[config.mk]
export PLATFORM = sky130hd
export DESIGN_NAME = mep_ctrl
export DESIGN_NICKNAME = d
export VERILOG_FILES = /design/src/hdl/mandelbrot_escape_time_pixel_defines.svh /design/src/hdl/mep_pkg.sv /design/src/hdl/mep_ctrl.sv
export SDC_FILE = /design/constraint.sdc
export NUM_CORES = 1
export LEC_CHECK = 0
export ABC_AREA = 0
export BUFFER_PORTS_ARGS = -buffer_cell sky130_fd_sc_hd__buf_2
export CAP_MARGIN = 20
export CORE_AREA = 2 2 39 41
export CTS_CLUSTER_SIZE = 14
export DETAILED_ROUTE_END_ITERATION = 8
export DIE_AREA = 0 0 41 43
export PLACE_DENSITY = 0.53
export SLEW_MARGIN = 20
export SYNTH_ARGS = -nofsm -noshare
export SYNTH_HDL_FRONTEND = slang
export SYNTH_SLANG_ARGS = --single-unit
[constraint.sdc]
create_clock -name clk_i -period 1.3 [get_ports clk_i]
set_input_delay 0.13 -clock clk_i [delete_from_list [all_inputs] [get_ports clk_i]]
set_output_delay 0.13 -clock clk_i [all_outputs]
set_load 0.02 [all_outputs]
[src/hdl/mandelbrot_escape_time_pixel_defines.svh]
// ----------------------------------------------------------------------------
// Mandelbrot escape-time pixel: assertion macros
// Shared concurrent assertion forms for the block's modules.
// ----------------------------------------------------------------------------
`ifndef MANDELBROT_ESCAPE_TIME_PIXEL_DEFINES_SVH
`define MANDELBROT_ESCAPE_TIME_PIXEL_DEFINES_SVH

// implication checked on every edge outside reset
`define MEP_ASSERT_IMP(label, clk, rst_n, pre, post) \
  label: assert property (@(posedge clk) disable iff (!rst_n) (pre) |-> (post)) \
    else $error("assertion failed");

// implication checked in the cycle after the antecedent
`define MEP_ASSERT_NEXT(label, clk, rst_n, pre, post) \
  label: assert property (@(posedge clk) disable iff (!rst_n) (pre) |=> (post)) \
    else $error("assertion failed");

`endif

[src/hdl/mep_pkg.sv]
// ----------------------------------------------------------------------------
// Mandelbrot escape-time pixel: package
// Payload types, controller states and command/status structs.
// ----------------------------------------------------------------------------
package mep_pkg;

  // pixel coordinate width
  localparam int DIM_BITS = 12;

  typedef struct packed {
    logic [DIM_BITS-1:0] pixel_x;
    logic [DIM_BITS-1:0] pixel_y;
  } pix_in_t;

  typedef struct packed {
    logic [7:0]  blue;
    logic [7:0]  green;
    logic [7:0]  red;
    logic [15:0] iterations;
    logic        inside_res;
  } pix_out_t;

  typedef enum logic [3:0] {
    ST_IDLE,
    ST_DIV,
    ST_CMAP,
    ST_MUL,
    ST_ITER,
    ST_TDIV,
    ST_COL1,
    ST_COL2,
    ST_DONE
  } ctl_state_e;

  // register indexes
  localparam logic [1:0] REG_WIDTH  = 2'd0;
  localparam logic [1:0] REG_HEIGHT = 2'd1;
  localparam logic [1:0] REG_LIMIT  = 2'd2;

  typedef struct packed {
    logic load;      // capture item, start coordinate division
    logic div_step;  // one quotient bit for both coordinates
    logic cmap;      // form c
    logic mul;       // register squares and cross product
    logic iter;      // finish a step
    logic tdiv_load;
    logic tdiv_step;
    logic col1;
    logic col2;
    logic done;
  } ctl_cmd_t;

  typedef struct packed {
    logic div_last;
    logic escape;
    logic at_limit;
    logic tdiv_last;
  } dp_stat_t;

endpackage

[src/hdl/mep_ctrl.sv]
// ----------------------------------------------------------------------------
// Mandelbrot escape-time pixel: controller
// Sequences coordinate division, iteration and colouring.
// ----------------------------------------------------------------------------
module mep_ctrl (
  input  logic                clk_i,
  input  logic                rst_ni,
  input  logic                start_i,
  input  mep_pkg::dp_stat_t   stat_i,
  output mep_pkg::ctl_cmd_t   cmd_o,
  output logic                busy_o
);

  mep_pkg::ctl_state_e state_q, state_d;

  always_ff @(posedge clk_i or negedge rst_ni) begin
    if (!rst_ni) begin
      state_q <= mep_pkg::ST_IDLE;
    end else begin
      state_q <= state_d;
    end
  end

  always_comb begin
    state_d = state_q;
    unique case (state_q)
      mep_pkg::ST_IDLE: if (start_i) state_d = mep_pkg::ST_DIV;
      mep_pkg::ST_DIV:  if (stat_i.div_last) state_d = mep_pkg::ST_CMAP;
      mep_pkg::ST_CMAP: state_d = mep_pkg::ST_MUL;
      mep_pkg::ST_MUL: begin
        if (stat_i.at_limit) state_d = mep_pkg::ST_DONE;
        else if (stat_i.escape) state_d = mep_pkg::ST_TDIV;
        else state_d = mep_pkg::ST_ITER;
      end
      mep_pkg::ST_ITER: state_d = mep_pkg::ST_MUL;
      mep_pkg::ST_TDIV: if (stat_i.tdiv_last) state_d = mep_pkg::ST_COL1;
      mep_pkg::ST_COL1: state_d = mep_pkg::ST_COL2;
      mep_pkg::ST_COL2: state_d = mep_pkg::ST_DONE;
      mep_pkg::ST_DONE: state_d = mep_pkg::ST_IDLE;
      default:          state_d = mep_pkg::ST_IDLE;
    endcase
  end

  always_comb begin
    cmd_o = '0;
    unique case (state_q)
      mep_pkg::ST_IDLE: cmd_o.load = start_i;
      mep_pkg::ST_DIV:  cmd_o.div_step = 1'b1;
      mep_pkg::ST_CMAP: cmd_o.cmap = 1'b1;
      mep_pkg::ST_MUL: begin
        cmd_o.mul = 1'b1;
        cmd_o.tdiv_load = !stat_i.at_limit && stat_i.escape;
      end
      mep_pkg::ST_ITER: cmd_o.iter = 1'b1;
      mep_pkg::ST_TDIV: cmd_o.tdiv_step = 1'b1;
      mep_pkg::ST_COL1: cmd_o.col1 = 1'b1;
      mep_pkg::ST_COL2: cmd_o.col2 = 1'b1;
      mep_pkg::ST_DONE: cmd_o.done = 1'b1;
      default: cmd_o = '0;
    endcase
  end

  assign busy_o = (state_q != mep_pkg::ST_IDLE);

endmodule

Word-level counts from Yosys, hierarchy flattened
Cells that the tools add are included.
{ "totals": {"register_bits": 4, "out_inout_bits": 11, "in_bits": 7} }
{ "op_classes": {"eq_ne": 11, "reduce_logical": 6, "n_mux": 16} }
{ "ops": {"columns": ["cell", "n"], "rows": [
  ["$pmux W4 S7", 1],
  ["$eq A4 B3 Y1 const B", 4],
  ["$mux W4", 4],
  ["$mux W1", 11],
  ["$eq A4 B2 Y1 const B", 2],
  ["$ne A2 B2 Y1 const B", 3],
  ["$eq A4 B1 Y1 const B", 1],
  ["$eq A4 B4 Y1 const B", 1],
  ["$logic_not A4 Y1", 1],
  ["$reduce_bool A4 Y1", 1],
  ["$reduce_and A3 Y1", 1],
  ["$reduce_or A2 Y1", 1],
  ["$logic_and A1 B1 Y1", 1],
  ["$logic_not A1 Y1", 1]
]} }

Depth between registers and ports, before layout
{ "depth": {"ltp_word": 3, "mapped_depth": 4} }

Worst setup path after synthesis
Ideal clock, no wire load.
{ "synth_path": {"kind": "reg-to-output", "start": "register state_q[1]", "end": "output cmd_o[0] (netlist name)", "path_stages_with_launch": 3, "arrival_ns": 1.310, "n_path_buf": 1, "path_slack_ns": -0.140, "cell_sequence": "dfrtp_1 > buf_4 > nor4b_1"} }
{ "synth_rtl": {"columns": ["item", "line_no", "rtl"], "rows": [
  ["start, declared", "mep_ctrl.sv:14", "mep_pkg::ctl_state_e state_q, state_d;"],
  ["start signal, assigned", "mep_ctrl.sv:18", "state_q <= mep_pkg::ST_IDLE;"],
  ["start signal, assigned", "mep_ctrl.sv:20", "state_q <= state_d;"],
  ["end, declared", "mep_ctrl.sv:10", "output mep_pkg::ctl_cmd_t cmd_o,"]
]} }

==> impl_metrics.csv <==
group,metric,value,unit
final_layout,antenna_cells,0,
floorplanning,die_width,41,microns
setup_path,crit_fanout,6,
detailed_routing,routedWlPerCell,11.5,microns
floorplanning,coreArea,0.00138,sq mm
detailed_routing,drc,0,
placed_design,placed_cell_area,493,sq um
power_and_ir_drop,combPwrFrac,72.3,%
yosys,synth_seq_cells,4,
setup_path,cpPeakStageDelay,0.45,ns
setup_path,cp.buffers_inverters,1,
cts,cts_sinks,4,
placed_design,port_buffers,17,
power_and_ir_drop,p_leak,0.305,nW
yosys,synth_seq_area_share,28.1,%
hold_path,hold_class,"primary input to flip-flop",
cts,worstSkewPairLatency,0.23,ns
run_status,outcome,"finished, violations left",
global_routing,antenna_found_initial,0,
power_and_ir_drop,p_switching,0.000786,W
final_layout,fin_nets,83,
setup_path,worst-setup-path-type,"flip-flop to output port",
final_layout,reg_top3,"state_q (4)",
detailed_routing,dr_total_vias,421,
setup_path,critPathTopFamily,"flip-flops",
setup_path,cp.required,1.17,ns
cts,root_buffer,"clkbuf_4",
timing,drv_slew,0,
setup_path,cp_num_cells,3,
timing,layout_worst_path_cycle_share,106,%
setup_path,cp-start-kind,"flip-flop",
final_layout,drive_gt1_share,64.9,%
floorplanning,initial_core_util,25.8,%
yosys,synthDistinctLibCells,24,
cts,h-tree-depth,1,
setup_path,cp_data_arrival_time,1.25,ns
placed_design,gp_congestion,0.725,
final_layout,final_cells,90,
floorplanning,die_area,0.00176,sq mm
yosys,syn_inst,44,
final_layout,stdcell_area,664,sq um
power_and_ir_drop,p_clk_share,8.6,%
yosys,syn_area,357,sq um
floorplanning,io-pin-count,18,
final_layout,syn2layout_area_growth,86.3,%
global_routing,grt_pass1_wl,1690,microns
timing,fin_skew,0.000207,ns
timing,worst_pin_slew,0.219,ns
setup_path,cp_cell_sequence,"or2b_1, nor3_1, buf_2",
detailed_routing,detail_route.vias_per_cell,4.68,
yosys,yosysWarnings,0,
cts,cts_made_buffers,3,
run_status,violations,"setup timing",
global_routing,track_usage,14.4,%
global_routing,grt-ovfl-total,0,
setup_path,worst-r2r-setup-slack,0.08,ns
power_and_ir_drop,p_per_area,2630,mW/mm^2
cts,clockBufferDepth,2,
final_layout,registers.top_by_ff_count,"state_q",
run,maxCapViolations,0,
detailed_routing,detail_route.first_pass.iterations,2,
timing,fin_tns_setup,-0.238,ns
setup_path,crit_slowest_cell,"dfrtp_2",
yosys,synth_area_per_cell,8.10,sq um
detailed_routing,drtIter0Drc,3,
setup_path,r2r-start,"state_q[2]$_DFFE_PN0P_",
placed_design,dp_cells,81,
timing,fin_ws,-0.0825,ns
setup_path,worstSetupStartpoint,"state_q[1]$_DFFE_PN0P_",
final_layout,largest_register_ffs,4,
floorplanning,rows,14,
cts,clk_pin_slew,0.04,ns
power_and_ir_drop,intPower,0.000958,W
power_and_ir_drop,power_switching_share,45.1,%
cts,cts_tree,"done",
detailed_routing,antenna_left,0,
timing,rsz0062_at_grt,"true",
hold_path,min_from,"stat_i[1]",
power_and_ir_drop,peakVddDrop,980,uV
floorplanning,die_y,43,microns
timing,relSlewSlack,85.4,%
timing,setup_viol,7,
detailed_routing,drt-total-wl,1030,microns
power_and_ir_drop,seqPwrFrac,19.1,%
setup_path,reg2reg_to,"state_q[0]$_DFFE_PN0P_",
power_and_ir_drop,finalPower,0.00174,W
timing,fmax,723,MHz
timing,hold_slack,0.186,ns
global_routing,grt_pass1_vias,409,
placed_design,dp_hpwl,683,microns
timing,min_period,1.38,ns
yosys,syn-num-nets,51,
setup_path,crit_end,"cmd_o[8]",
timing,hold_viol_final,0,
setup_path,r2r_cells,4,
global_routing,grt_max_degree,9,
setup_path,endpoint_kind,"output port",
[how the worst min path moves through the flow]
stage | to | slack [ns] | cells after the start
after floorplan | state_q[0]$_DFFE_PN0P_ | -0.17 | 0
after global placement | state_q[0]$_DFFE_PN0P_ | -0.06 | 1
after detailed placement | state_q[1]$_DFFE_PN0P_ | -0.06 | 1
after CTS | state_q[3]$_DFFE_PN0P_ | 0.19 | 3
after global routing | state_q[3]$_DFFE_PN0P_ | 0.23 | 3
final | state_q[3]$_DFFE_PN0P_ | 0.19 | 3
[worst min-delay path, stage by stage]
cell and delay [ns]:
buf_2 0.12, nor2_1 0.08, nor3_1 0.05
[stage by stage]
| stage | util, % | setup slack, ns |
|---|---|---|
| after global routing | 48.0 | -0.142 |
| after detailed placement | 35.6 | 0.0703 |
| after global placement | 35.6 | 0.0486 |
| final | 48.0 | -0.0825 |
| after CTS | 44.2 | -0.0739 |
| after floorplan | - | 0.0328 |
[power by group through the flow]
stage / clock network (W) / registers [W] / logic [W]
floorplan: 0 / 0.000235 / 0.000700
global placement: 0 / 0.000326 / 0.000879
detailed placement: 0 / 0.000328 / 0.000882
CTS: 0.000155 / 0.000322 / 0.00115
finish: 0.000150 / 0.000334 / 0.00126
global route: 0.000169 / 0.000350 / 0.00137
[layout make-up]
| class | instances | area [sq um] |
|---|---|---|
| fillers | 141 | 719 |
| multi-input cells | 36 | 277 |
| repair buffers | 31 | 240 |
| flip-flops and latches | 4 | 105 |
| clock buffers | 3 | 22.5 |
| well taps | 16 | 20.0 |
[metal layers]
metal / part of all wire [%] / track usage [%] / vias up
li1: - / - / 218
met5: 0 / 0 / -
met2: 51 / 21.6 / 14
met3: 5.5 / 4.71 / 0
met4: 0 / 6.00 / 0
met1: 44 / 18.2 / 189
[cell usage in the layout, fill, tap and decap left out, types with 2 or more instances in the layout]
cell type | Yosys | layout
clkbuf_4 | 0 | 3
dfrtp_2 | 0 | 4
buf_6 | 2 | 8
nor2_1 | 8 | 5
o21ai_0 | 2 | 2
nor3_1 | 5 | 4
nor2_4 | 0 | 3
nand2b_1 | 4 | 3
buf_4 | 1 | 12
buf_2 | 1 | 10
[synthesized netlist by cell type]
master    n  area, sq um
nor2_1    8         30.0
nor3_1    5         25.0
dfrtp_1   4          100
nand2b_1  4         25.0
buf_6     2         22.5
nand2_1   2         7.51
o21ai_0   2         10.0
a21oi_1   1         5.00
a21oi_2   1         8.76
a22o_1    1         8.76
and2b_1   1         7.51
and3_1    1         6.26
buf_2     1         5.00
buf_4     1         7.51
mux2i_1   1         10.0
nand3b_1  1         7.51
nor2b_1   1         6.26
nor3b_2   1         12.5
nor4_2    1         12.5
nor4b_1   1         8.76
o21ai_1   1         5.00
o21bai_1  1         7.51
o311a_1   1         10.0
or2b_1    1         7.51
[kinds of logic after synthesis]
| family | share of synthesized area (%) |
|---|---|
| muxes | 2.81 |
| and+or+nand+nor | 43.9 |
| buffers and inverters | 9.82 |
| DFF | 28.1 |
| AOI/OAI and AO/OA | 15.4 |
[repair_timing]
item | in CTS | in global routing
hold buffers | 1 | 0
resized for setup | 17 | 15
pin swaps | 2 | 1
setup buffers | 5 | 0
setup endpoints to repair | 11 | 10
hold endpoints to repair | 4 | 0
Note: power is estimated with default switching activity, not from simulation.
